### src/sv/md5_message_digest_assert.svh
// Assertion macros for the MD5 block.
`ifndef MD5_MESSAGE_DIGEST_ASSERT_SVH
`define MD5_MESSAGE_DIGEST_ASSERT_SVH
// Implication checked every clock, off during reset.
`define MD5_ASSERT_IMP(label, clk, rstn, ante, cons, msg) \
    label: assert property (@(posedge clk) disable iff (!rstn) (ante) |-> (cons)) \
        else $error(msg);
// Next-cycle implication.
`define MD5_ASSERT_NEXT(label, clk, rstn, ante, cons, msg) \
    label: assert property (@(posedge clk) disable iff (!rstn) (ante) |=> (cons)) \
        else $error(msg);
`endif

### src/sv/md5_pkg.sv
package md5_pkg;

    localparam logic [31:0] INIT_A = 32'h67452301;
    localparam logic [31:0] INIT_B = 32'hEFCDAB89;
    localparam logic [31:0] INIT_C = 32'h98BADCFE;
    localparam logic [31:0] INIT_D = 32'h10325476;
    localparam logic [31:0] PAD_BYTE = 32'h00000080;
    localparam int unsigned ROUNDS = 64;

    // sequencer states, one-hot
    typedef enum logic [5:0] {
        ST_IDLE  = 6'b000001,
        ST_ROUND = 6'b000010,
        ST_ADD   = 6'b000100,
        ST_PAD   = 6'b001000,
        ST_EMIT  = 6'b010000,
        ST_CHECK = 6'b100000
    } state_t;

    typedef logic [31:0] word_t;

    // round engine control
    typedef struct packed {
        logic       start;
        logic [5:0] round;
    } rnd_ctl_t;

    function automatic logic [31:0] sine_const(input logic [5:0] r);
        logic [31:0] k;
        case (r)
            6'd0: k = 32'hd76aa478;  6'd1: k = 32'he8c7b756;
            6'd2: k = 32'h242070db;  6'd3: k = 32'hc1bdceee;
            6'd4: k = 32'hf57c0faf;  6'd5: k = 32'h4787c62a;
            6'd6: k = 32'ha8304613;  6'd7: k = 32'hfd469501;
            6'd8: k = 32'h698098d8;  6'd9: k = 32'h8b44f7af;
            6'd10: k = 32'hffff5bb1; 6'd11: k = 32'h895cd7be;
            6'd12: k = 32'h6b901122; 6'd13: k = 32'hfd987193;
            6'd14: k = 32'ha679438e; 6'd15: k = 32'h49b40821;
            6'd16: k = 32'hf61e2562; 6'd17: k = 32'hc040b340;
            6'd18: k = 32'h265e5a51; 6'd19: k = 32'he9b6c7aa;
            6'd20: k = 32'hd62f105d; 6'd21: k = 32'h02441453;
            6'd22: k = 32'hd8a1e681; 6'd23: k = 32'he7d3fbc8;
            6'd24: k = 32'h21e1cde6; 6'd25: k = 32'hc33707d6;
            6'd26: k = 32'hf4d50d87; 6'd27: k = 32'h455a14ed;
            6'd28: k = 32'ha9e3e905; 6'd29: k = 32'hfcefa3f8;
            6'd30: k = 32'h676f02d9; 6'd31: k = 32'h8d2a4c8a;
            6'd32: k = 32'hfffa3942; 6'd33: k = 32'h8771f681;
            6'd34: k = 32'h6d9d6122; 6'd35: k = 32'hfde5380c;
            6'd36: k = 32'ha4beea44; 6'd37: k = 32'h4bdecfa9;
            6'd38: k = 32'hf6bb4b60; 6'd39: k = 32'hbebfbc70;
            6'd40: k = 32'h289b7ec6; 6'd41: k = 32'heaa127fa;
            6'd42: k = 32'hd4ef3085; 6'd43: k = 32'h04881d05;
            6'd44: k = 32'hd9d4d039; 6'd45: k = 32'he6db99e5;
            6'd46: k = 32'h1fa27cf8; 6'd47: k = 32'hc4ac5665;
            6'd48: k = 32'hf4292244; 6'd49: k = 32'h432aff97;
            6'd50: k = 32'hab9423a7; 6'd51: k = 32'hfc93a039;
            6'd52: k = 32'h655b59c3; 6'd53: k = 32'h8f0ccc92;
            6'd54: k = 32'hffeff47d; 6'd55: k = 32'h85845dd1;
            6'd56: k = 32'h6fa87e4f; 6'd57: k = 32'hfe2ce6e0;
            6'd58: k = 32'ha3014314; 6'd59: k = 32'h4e0811a1;
            6'd60: k = 32'hf7537e82; 6'd61: k = 32'hbd3af235;
            6'd62: k = 32'h2ad7d2bb; 6'd63: k = 32'heb86d391;
            default: k = 32'h0;
        endcase
        return k;
    endfunction

    function automatic logic [4:0] rot_amount(input logic [5:0] r);
        logic [4:0] s;
        case ({r[5:4], r[1:0]})
            4'd0: s = 5'd7;   4'd1: s = 5'd12; 4'd2: s = 5'd17; 4'd3: s = 5'd22;
            4'd4: s = 5'd5;   4'd5: s = 5'd9;  4'd6: s = 5'd14; 4'd7: s = 5'd20;
            4'd8: s = 5'd4;   4'd9: s = 5'd11; 4'd10: s = 5'd16; 4'd11: s = 5'd23;
            4'd12: s = 5'd6;  4'd13: s = 5'd10; 4'd14: s = 5'd15; 4'd15: s = 5'd21;
            default: s = 5'd0;
        endcase
        return s;
    endfunction

    // message word index for a round
    function automatic logic [3:0] word_pick(input logic [5:0] r);
        logic [3:0] p;
        case (r[5:4])
            2'd0: p = r[3:0];
            2'd1: p = 4'(({2'b0, r[3:0]} << 2) + {2'b0, r[3:0]} + 6'd1);
            2'd2: p = 4'(({2'b0, r[3:0]} << 1) + {2'b0, r[3:0]} + 6'd5);
            default: p = 4'(({2'b0, r[3:0]} << 3) - {2'b0, r[3:0]});
        endcase
        return p;
    endfunction

endpackage

### src/sv/md5_round.sv
// One MD5 round per cycle while step is high, on the working registers.
module md5_round (
    input  logic                aclk,
    input  md5_pkg::rnd_ctl_t   ctl,
    input  logic                step,
    input  md5_pkg::word_t      init_a,
    input  md5_pkg::word_t      init_b,
    input  md5_pkg::word_t      init_c,
    input  md5_pkg::word_t      init_d,
    input  md5_pkg::word_t      msg_word,
    output md5_pkg::word_t      a_out,
    output md5_pkg::word_t      b_out,
    output md5_pkg::word_t      c_out,
    output md5_pkg::word_t      d_out
);
    md5_pkg::word_t a_reg, b_reg, c_reg, d_reg;
    md5_pkg::word_t mix, sum, rot;
    logic [4:0] sh;

    always_comb begin
        case (ctl.round[5:4])
            2'd0: mix = (b_reg & c_reg) | (~b_reg & d_reg);
            2'd1: mix = (b_reg & d_reg) | (c_reg & ~d_reg);
            2'd2: mix = b_reg ^ c_reg ^ d_reg;
            default: mix = c_reg ^ (b_reg | ~d_reg);
        endcase
        sum = a_reg + mix + msg_word + md5_pkg::sine_const(ctl.round);
        sh  = md5_pkg::rot_amount(ctl.round);
        rot = (sum << sh) | (sum >> (6'd32 - {1'b0, sh}));
    end

    always_ff @(posedge aclk) begin
        if (ctl.start) begin
            a_reg <= init_a;
            b_reg <= init_b;
            c_reg <= init_c;
            d_reg <= init_d;
        end else if (step) begin
            a_reg <= d_reg;
            d_reg <= c_reg;
            c_reg <= b_reg;
            b_reg <= b_reg + rot;
        end
    end

    assign a_out = a_reg;
    assign b_out = b_reg;
    assign c_out = c_reg;
    assign d_out = d_reg;
endmodule

### src/sv/md5_message_digest.sv
// Input: a word that fills a block holds s_ready low after it is taken, through
//   the 64 rounds, a chain add and a check; a word that is neither last nor the
//   last of a block leaves s_ready high. A last word pads through one or two more
//   blocks, then shows four digest words, one per accepted m_ handshake.
// Blocks: the single round unit hashes one block at a time and takes no new word
//   until that block is through.
// Reset: synchronous active-low aresetn restores the initial chain, zero count.
`include "md5_message_digest_assert.svh"
module md5_message_digest (
    input  logic        aclk,
    input  logic        aresetn,
    input  logic        s_valid,
    output logic        s_ready,
    input  logic [31:0] s_data_word,
    input  logic [2:0]  s_byte_count,
    input  logic        s_last_item,
    output logic        m_valid,
    input  logic        m_ready,
    output logic [31:0] m_digest_word,
    output logic [1:0]  m_word_index,
    output logic        m_final_word
);
    md5_pkg::state_t state_reg, state_next;
    md5_pkg::word_t  blk_mem [16];     // message block, written one word a cycle on each push
    md5_pkg::word_t  chain_reg [4];
    logic [63:0] bytes_reg;
    logic [3:0]  fill_reg;
    logic [5:0]  round_reg;
    logic        pad_reg;      // padding in progress
    logic        len_reg;      // length words still owed
    logic        extra_reg;    // 0x80 still owed to the next word
    logic [1:0]  idx_reg;
    md5_pkg::word_t msg_word;
    md5_pkg::word_t wa, wb, wc, wd;
    md5_pkg::rnd_ctl_t ctl;
    logic        push;
    md5_pkg::word_t push_data;
    logic [63:0] bits;
    // word slot of the 0x80 pad in this block
    logic [3:0]  pad_blk_start_reg;

    // length still owed after closing a pad block: true unless length landed here
    function automatic logic len_hold(input logic ex);
        len_hold = ex || (pad_blk_start_reg >= 4'd14);
    endfunction

    assign ctl.start = push && (fill_reg == 4'd15);
    assign ctl.round = round_reg;
    assign bits = bytes_reg << 3;

    // registered block read at the round-ahead address
    always_ff @(posedge aclk) begin
        msg_word <= blk_mem[md5_pkg::word_pick(ctl.start ? 6'd0 : 6'(round_reg + 6'd1))];
        if (push)
            blk_mem[fill_reg] <= push_data;
    end

    md5_round u_round (
        .aclk(aclk), .ctl(ctl), .step(state_reg == md5_pkg::ST_ROUND),
        .init_a(chain_reg[0]), .init_b(chain_reg[1]),
        .init_c(chain_reg[2]), .init_d(chain_reg[3]),
        .msg_word(msg_word),
        .a_out(wa), .b_out(wb), .c_out(wc), .d_out(wd)
    );

    logic [2:0]  cnt;
    logic [31:0] keep;
    always_comb begin
        cnt  = (s_byte_count > 3'd4) ? 3'd4 : s_byte_count;
        keep = (cnt == 3'd0) ? 32'h0 : (32'hFFFFFFFF >> (6'd32 - {cnt, 3'b000}));
        push = 1'b0;
        push_data = s_data_word;
        state_next = state_reg;
        case (state_reg)
            md5_pkg::ST_IDLE: begin
                if (s_valid) begin
                    push = 1'b1;
                    if (s_last_item && cnt != 3'd4)
                        push_data = (s_data_word & keep) |
                                    (md5_pkg::PAD_BYTE << {cnt, 3'b000});
                    if (fill_reg == 4'd15)
                        state_next = md5_pkg::ST_ROUND;
                    else if (s_last_item)
                        state_next = md5_pkg::ST_PAD;
                end
            end
            md5_pkg::ST_PAD: begin
                push = 1'b1;
                if (extra_reg)
                    push_data = md5_pkg::PAD_BYTE;
                else if (len_reg && fill_reg == 4'd14)
                    push_data = bits[31:0];
                else if (len_reg && fill_reg == 4'd15 && !len_hold(1'b0))
                    push_data = bits[63:32];
                else
                    push_data = 32'h0;
                if (fill_reg == 4'd15)
                    state_next = md5_pkg::ST_ROUND;
            end
            md5_pkg::ST_ROUND:
                if (round_reg == 6'(md5_pkg::ROUNDS - 1)) state_next = md5_pkg::ST_ADD;
            md5_pkg::ST_ADD:
                state_next = md5_pkg::ST_CHECK;
            md5_pkg::ST_CHECK:
                state_next = !pad_reg ? md5_pkg::ST_IDLE
                           : (len_reg ? md5_pkg::ST_PAD : md5_pkg::ST_EMIT);
            md5_pkg::ST_EMIT:
                if (m_ready && idx_reg == 2'd3) state_next = md5_pkg::ST_IDLE;
            default: state_next = md5_pkg::ST_IDLE;
        endcase
    end

    always_ff @(posedge aclk) begin
        if (!aresetn)
            pad_blk_start_reg <= 4'd0;
        else if (state_reg == md5_pkg::ST_IDLE && s_valid && s_last_item)
            pad_blk_start_reg <= (cnt == 3'd4) ? 4'(fill_reg + 4'd1) : fill_reg;
        else if (state_reg == md5_pkg::ST_CHECK)
            pad_blk_start_reg <= 4'd0;
    end

    assign s_ready = (state_reg == md5_pkg::ST_IDLE);
    assign m_valid = (state_reg == md5_pkg::ST_EMIT);
    assign m_digest_word = chain_reg[idx_reg];
    assign m_word_index = idx_reg;
    assign m_final_word = (idx_reg == 2'd3);

    always_ff @(posedge aclk) begin
        if (!aresetn) begin
            state_reg <= md5_pkg::ST_IDLE;
            chain_reg[0] <= md5_pkg::INIT_A;
            chain_reg[1] <= md5_pkg::INIT_B;
            chain_reg[2] <= md5_pkg::INIT_C;
            chain_reg[3] <= md5_pkg::INIT_D;
            bytes_reg <= 64'd0;
            fill_reg <= 4'd0;
            round_reg <= 6'd0;
            pad_reg <= 1'b0;
            len_reg <= 1'b0;
            extra_reg <= 1'b0;
            idx_reg <= 2'd0;
        end else begin
            state_reg <= state_next;
            if (push)
                fill_reg <= fill_reg + 4'd1;
            if (state_reg == md5_pkg::ST_IDLE && s_valid) begin
                bytes_reg <= bytes_reg + (s_last_item ? {61'd0, cnt} : 64'd4);
                if (s_last_item) begin
                    pad_reg <= 1'b1;
                    len_reg <= 1'b1;
                    extra_reg <= (cnt == 3'd4);
                end
            end
            if (state_reg == md5_pkg::ST_PAD)
                extra_reg <= 1'b0;
            // a block whose padding started at word 14 or 15 cannot hold the length
            if (push && fill_reg == 4'd15 && state_reg == md5_pkg::ST_PAD)
                len_reg <= len_hold(extra_reg);
            if (state_reg == md5_pkg::ST_ROUND)
                round_reg <= round_reg + 6'd1;
            if (state_reg == md5_pkg::ST_ADD) begin
                round_reg <= 6'd0;
                chain_reg[0] <= chain_reg[0] + wa;
                chain_reg[1] <= chain_reg[1] + wb;
                chain_reg[2] <= chain_reg[2] + wc;
                chain_reg[3] <= chain_reg[3] + wd;
            end
            if (state_reg == md5_pkg::ST_EMIT && m_ready) begin
                idx_reg <= idx_reg + 2'd1;
                if (idx_reg == 2'd3) begin
                    chain_reg[0] <= md5_pkg::INIT_A;
                    chain_reg[1] <= md5_pkg::INIT_B;
                    chain_reg[2] <= md5_pkg::INIT_C;
                    chain_reg[3] <= md5_pkg::INIT_D;
                    bytes_reg <= 64'd0;
                    pad_reg <= 1'b0;
                    len_reg <= 1'b0;
                end
            end
        end
    end

    `MD5_ASSERT_IMP(a_ready_idle, aclk, aresetn, s_ready, !m_valid, "ready while emitting")
    `MD5_ASSERT_NEXT(a_idx_step, aclk, aresetn, m_valid && m_ready && !m_final_word,
        m_valid, "digest run broke early")
    `MD5_ASSERT_NEXT(a_emit_done, aclk, aresetn, m_valid && m_ready && m_final_word,
        s_ready && m_word_index == 2'd0, "no return to idle after digest")
endmodule

### config.mk
export PLATFORM = sky130hd
export DESIGN_NAME = md5_message_digest
export DESIGN_NICKNAME = d
export VERILOG_FILES = /design/src/sv/md5_pkg.sv /design/src/sv/md5_round.sv /design/src/sv/md5_message_digest.sv
export VERILOG_INCLUDE_DIRS = /design/src /design/src/sv
export SDC_FILE = /design/constraint.sdc
export NUM_CORES = 2
export LEC_CHECK = 0
export BUFFER_PORTS_ARGS = -buffer_cell sky130_fd_sc_hd__buf_2
export CAP_MARGIN = 20
export CORE_MARGIN = 2
export CORE_UTILIZATION = 30
export CTS_BUF_LIST = sky130_fd_sc_hd__clkbuf_4 sky130_fd_sc_hd__clkbuf_8
export CTS_CLUSTER_SIZE = 10
export DETAILED_ROUTE_END_ITERATION = 6
export SLEW_MARGIN = 10
export SYNTH_ARGS = -nofsm -noshare
export SYNTH_HDL_FRONTEND = slang
export SYNTH_HIERARCHICAL = 1
export SYNTH_SLANG_ARGS = --single-unit
### constraint.sdc
create_clock -name aclk -period 10.6 [get_ports aclk]
set_input_delay 0.53 -clock aclk [delete_from_list [all_inputs] [get_ports aclk]]
set_output_delay 0.53 -clock aclk [all_outputs]
set_load 0.005 [all_outputs]
Word level (Yosys, flattened, before mapping) --
Memory sizes are Yosys's and may differ from the RTL's. A register that Yosys moved wholly into a read port is not among the register bits. Cells that the tools add are included.
Cells by class: shift-type cells 4, add/sub/neg operators 19, bitwise logic cells 24, muxes and demuxes 70, reduce and logical (&&, ||, !) cells 21, eq/ne operators 21, order comparisons 2
Operators with widths (count):
- $mux W32 | 22
- $add A32 B32 Y32 | 8
- $mux W64 | 3
- $and A32 B32 Y32 | 5
- $or A32 B32 Y32 | 5
- $pmux W32 S3 | 1
- $xor A32 B32 Y32 | 3
- $add A64 B3 Y64 | 1
- $not A32 Y32 | 2
- $pmux W32 S2 | 1
- $mux W6 | 9
- $pmux W6 S6 | 1
- $shl A32 B5 Y32 | 1
- $shl A8 B6 Y32 const A | 1
- $shr A32 B6 Y32 | 1
- $shr A32 B6 Y32 const A | 1
- $mux W1 | 20
- $mux W4 | 5
- $eq A6 B6 Y1 const B | 2
- $pmux W4 S3 | 1
- $logic_and A1 B1 Y1 | 10
- $mux W5 | 2
- $add A4 B1 Y4 const B | 2
- $add A4 B4 Y4 | 2
- 34 further kinds | 52
Word-level totals: output and inout port bits 37, bits of input ports 40, bits in read-only memories 2128, RAM bits 640, register bits after elaboration 217, memories 4, logic and storage cells 178
Memory list:
- (no name shown) | depth 64, width 32, rd ports 1, clocked after Yosys merged registers in 1, write ports 0, RTL line md5_pkg.sv:30 | case (r)
- blk_mem | depth 16, width 32, rd ports 1, clocked after Yosys merged registers in 1, write ports 1, RTL line md5_message_digest.sv:24 | md5_pkg::word_t blk_mem [16];
- chain_reg | depth 4, width 32, rd ports 5, clocked after Yosys merged registers in 1, write ports 4, RTL line md5_message_digest.sv:25 | md5_pkg::word_t chain_reg [4];
- (no name shown) | depth 16, width 5, rd ports 1, clocked after Yosys merged registers in 1, write ports 0, RTL line md5_pkg.sv:70 | case ({r[5:4], r[1:0]})

Depth between registers and ports, before layout --
depth in word-level cells 12, mapped depth 41, gate-level depth less buffers 36

Hierarchy --
The synthesis kept the hierarchy.
Modules (own cells, without submodules):
- md5_message_digest | instances 1, cells each 3246, sequential area each 20960.1 um2, area each 36630.1 um2
- md5_round | instances 1, cells each 2372, sequential area each 3843.7 um2, area each 19110.8 um2

Worst setup path after synthesis --
Ideal clock, no wire load.
kind register to register, start register round_reg[4], end register u_round.b_reg[30], in the netlist u_round/b_out[30], data pin, arrival time 8974 ps, setup time 158 ps, data required time 10442 ps, path buffers 7, slack 1468 ps, clock period less this slack 9132 ps, cell stages (with the launch flop) 42, cell sequence dfxtp_1 > buf_2 > clkbuf_8 > clkbuf_1 > clkbuf_1 > clkbuf_1 > clkbuf_1 > a21oi_1 > a21oi_1 > nor2_1 > fa_1 > inv_1 > fa_1 > inv_1 > ha_1 > inv_1 > fa_1 > nor2b_1 > [... 6 more ...] > a31oi_2 > mux2_2 > o21ai_2 > mux2i_1 > o221ai_1 > ha_1 > fa_1 > a21o_1 > a21oi_1 > o21ai_0 > a21o_1 > a221o_1 > a31o_2 > a22oi_2 > o21ai_1 > a31o_2 > a2111o_1 > o211ai_1
Between the ends: word-level cells in the longest chain between the ends 10, elaborated cells between the ends (all ways) 13, those cells by class add/sub: 4; eq/ne: 2; shift: 2; mux: 3; bitwise: 1; reduce/logical: 1
RTL lines:
- start, declared | RTL line md5_message_digest.sv:28 | logic [5:0] round_reg;
- start signal, assigned | RTL line md5_message_digest.sv:160 | round_reg <= round_reg + 6'd1;
- $eq A2 B2 Y1 (tied with other cells) | RTL line md5_round.sv:21 | case (ctl.round[5:4])
- $pmux W32 S3 * | RTL line md5_round.sv:21
- $add A32 B32 Y32 * (3 in a row) | RTL line md5_round.sv:27 | sum = a_reg + mix + msg_word + md5_pkg::sine_const(ctl.round);
- $shr A32 B6 Y32 / $shl A32 B5 Y32 (equally long branches) | RTL line md5_round.sv:29 | rot = (sum << sh) | (sum >> (6'd32 - {1'b0, sh}));
- $or A32 B32 Y32 * | RTL line md5_round.sv:29
- $add A32 B32 Y32 * | RTL line md5_round.sv:42 | b_reg <= b_reg + rot;
- $mux W32 * | RTL line md5_round.sv:38 | end else if (step) begin
- $mux W32 * | RTL line md5_round.sv:33 | if (ctl.start) begin
- end signal, assigned | RTL line md5_round.sv:35 | b_reg <= init_b;
- end signal, assigned | RTL line md5_round.sv:42
- end, declared | RTL line md5_round.sv:16 | md5_pkg::word_t a_reg, b_reg, c_reg, d_reg;
Every way passes the cells marked *; elsewhere a longest branch is shown, timed or not. The select of a mux whose other input is x is not followed. A chain may end at the register's enable or synchronous reset.

==> flow_summary.json <==
{
  "synthFlopType": "edfxtp_1",
  "drc": 2,
  "power.internal_w": 0.00676,
  "clock-root-buffer": "clkbuf_8",
  "cts.reportedPaths.clkPinSlew_ps": 60,
  "avgSynthCellArea_um2": 9.92,
  "synth_top_area_share": 0.379,
  "period_share": 0.947,
  "clock_sinks": 887,
  "drive_gt1_frac": 0.126,
  "status": "finished with violations",
  "netlist_top_cells_area": "edfxtp_1 (38%), dfxtp_1 (6.6%), ha_1 (5.1%)",
  "fin_worst_skew_ps": 62.5,
  "cts_buffer_depth": 3,
  "power.share.combinational": 0.294,
  "cpMaxStageDelayCell": "ha_1",
  "maxCapViolations": 0,
  "vias": 45623,
  "htree_levels": 4,
  "final_nets": 5980,
  "place_hpwl_mm": 135,
  "n_antenna_cell": 0,
  "regArea_um2": 24800,
  "critPathKind": "register to register",
  "p_switching_w": 0.00345,
  "seqPwrFrac": 0.399,
  "arrival_ps": 10740,
  "postSynthCellCount": 5618,
  "fmax_mhz": 99.6,
  "fillers": 18867,
  "synth_seq_area_share": 0.445,
  "routedWlPerCell_um": 23.5,
  "portBuffers": 76,
  "critPathRequiredTime_ps": 11300,
  "drt_iter0_markers": 4716,
  "routed_wl_mm": 194,
  "post-route-util": 0.335,
  "ios": 77,
  "routabilityCongestion": 0.958,
  "cp-end-kind": "register",
  "worst_skew_pair.late_latency_ps": 870,
  "slew_headroom": 0.204,
  "p_total_w": 0.0102,
  "grt_pass1_wl_mm": 285,
  "timing.hold.ws_ps": 117,
  "final-hold-violation-count": 0,
  "grtUsageTotal": 0.197,
  "yosys_register_bits": 887,
  "switching_share": 0.338,
  "vias_per_cell": 5.53,
  "postCtsSetupBuffers": 0,
  "violations": "design-rule violations",
  "synth_edf_count": 704,
  "tritoncts": "built",
  "syn_to_final_growth_pct": 11.3,
  "p_clk_frac": 0.307,
  "grt_max_degree": 143,
  "num_rows": 158,
  "largest_register_ffs": 512,
  "coreArea_um2": 185000,
  "crit_fanout": 29,
  "ant_nets": 0,
  "rrSetupSlack_ps": 560,
  "finalSetupViolCount": 0,
  "initial_core_util": 0.301,
  "ys_types": 119,
  "die_h_um": 435,
  "ir_drop_mv": 0.132,
  "leakage_nw": 22.4,
  "drt_first_pass_iters": 7,
  "critPathMaxStageDelay_ps": 640,
  "pwr_density_cell_nw_per_um2": 164,
  "min_path_type": "primary input to register",
  "layout_min_cycle_time_ps": 10040,
  "syn_nets": 5955,
  "slew_viol_final": 0,
  "antenna_found_initial": 6,
  "async_reset_ff_frac": 0,
  "syn_area_um2": 55700,
  "grt_overflow": 0,
  "tightest_slew_ps": 1160,
  "chipWidth_um": 435,
  "multi_input_area_um2": 28700,
  "synth_area_leader_cell": "edfxtp_1",
  "grt_pass1_vias": 43288,
  "critPathLaunchType": "register",
  "yosysWarningCount": 6,
  "rsz0062_at_grt": "no",
  "cts_made_buffers": 145,
  "die_area_um2": 189000,
  "finalSetupTns_ps": 0
}
## power by group through the flow
stage / registers (W) / logic [W] / clock network, W
after floorplan: 0.00412 / 0.00197 / 0
after global placement: 0.00414 / 0.00290 / 0
after detailed placement: 0.00415 / 0.00291 / 0
after CTS: 0.00407 / 0.00293 / 0.00319
after global routing: 0.00408 / 0.00323 / 0.00334
final: 0.00407 / 0.00300 / 0.00313
## metrics by stage
step / worst slack (ps) / instance area (um2) / std cells
5_1_grt: 75.9 / 62000 / 8244
2_1_floorplan: 1470 / 55700 / 5618
4_1_cts: 715 / 62000 / 8239
3_5_place_dp: 693 / 59000 / 7969
3_3_place_gp: 845 / 58900 / 7967
6_report: 560 / 62000 / 8244
## metal layers
metal  global-route usage  wire length (um)
met1                0.266             83300
met2                0.313             88300
met3               0.0283             13300
met4               0.0873              8630
met5                    0                 0
## layout by cell type (no fill, tap or decap), drive strengths merged, types with 36 or more instances in the layout
cell,count
o211ai,41
nor2,330
a211oi,216
and3,48
a22oi,36
a31oi,117
xor2,109
mux2i,59
nor2b,38
ha,228
nand3,127
edfxtp,704
inv,235
fa,69
clkbuf,220
a21oi,436
mux2,106
a311oi,78
nand2b,43
a21o,106
mux4,58
and2,176
nand2,751
o21ai,321
nor3,97
xnor2,149
buf,210
clkinv,40
dfxtp,183
## worst max-delay path: cells and delay by family, from the launching register on
family          cells  cell delay (ps)
compound gates     11             2740
xor+xnor            2              550
fa+ha+maj           4             1990
buf+inv             2              390
flops               1              330
mux                 4             1810
simple gates        8             2100
## worst paths after layout
path,depth (start not counted),endpoint,startpoint
hold reg to reg,2,pad_reg,pad_reg
setup reg to reg,31,u_round/b_out[31],round_reg[0]
hold / removal,4,state_reg[0],s_valid
setup / recovery,31,u_round/b_out[31],round_reg[0]
## final cells by class
cell class	count	area share
tap	2480	0.0500
inverter	228	0.0139
clock buffer	219	0.0419
timing repair buffer	213	0.0248
multi-input combinational	4168	0.463
clock inverter	49	0.00655
sequential	887	0.400
## synth_stat cells, drive strengths merged, types with 12 or more instances
cell type / n
o22ai: 25
or2: 15
nor3: 97
and2: 176
a221o: 18
clkbuf: 235
a22oi: 36
buf: 99
nand2b: 43
a21boi: 16
nor3b: 22
o311a: 16
a21oi: 436
nor4: 16
a311oi: 78
a21o: 106
inv: 224
maj3: 12
mux2i: 59
a211o: 15
mux4: 58
nor2: 330
edfxtp: 704
o211ai: 41
ha: 228
a211oi: 216
a31oi: 117
o21bai: 18
o221ai: 30
mux2: 106
o21ai: 321
fa: 69
nand3: 127
and3: 48
xor2: 109
o31ai: 12
nor2b: 38
nand4: 28
nand2: 751
o21a: 30
or3: 25
xnor2: 149
dfxtp: 183
## cell families (layout without fill, tap and decap cells)
family,after synthesis,after routing,share of synthesized area
AOI/OAI and AO/OA,1621,1621,0.190
xor gates and xnor gates,260,260,0.0415
adders and majority gates,309,309,0.0781
buffers and inverters,563,709,0.0422
DFF,887,887,0.445
muxes,223,223,0.0560
and+or+nand+nor,1755,1755,0.147
## what timing repair did
action / 4_1_cts / 5_1_grt
hold endpoints to repair: 3 / 0
gates resized for setup: 0 / 0
hold buffers: 2 / 0
(Power assumes the default switching activity.)
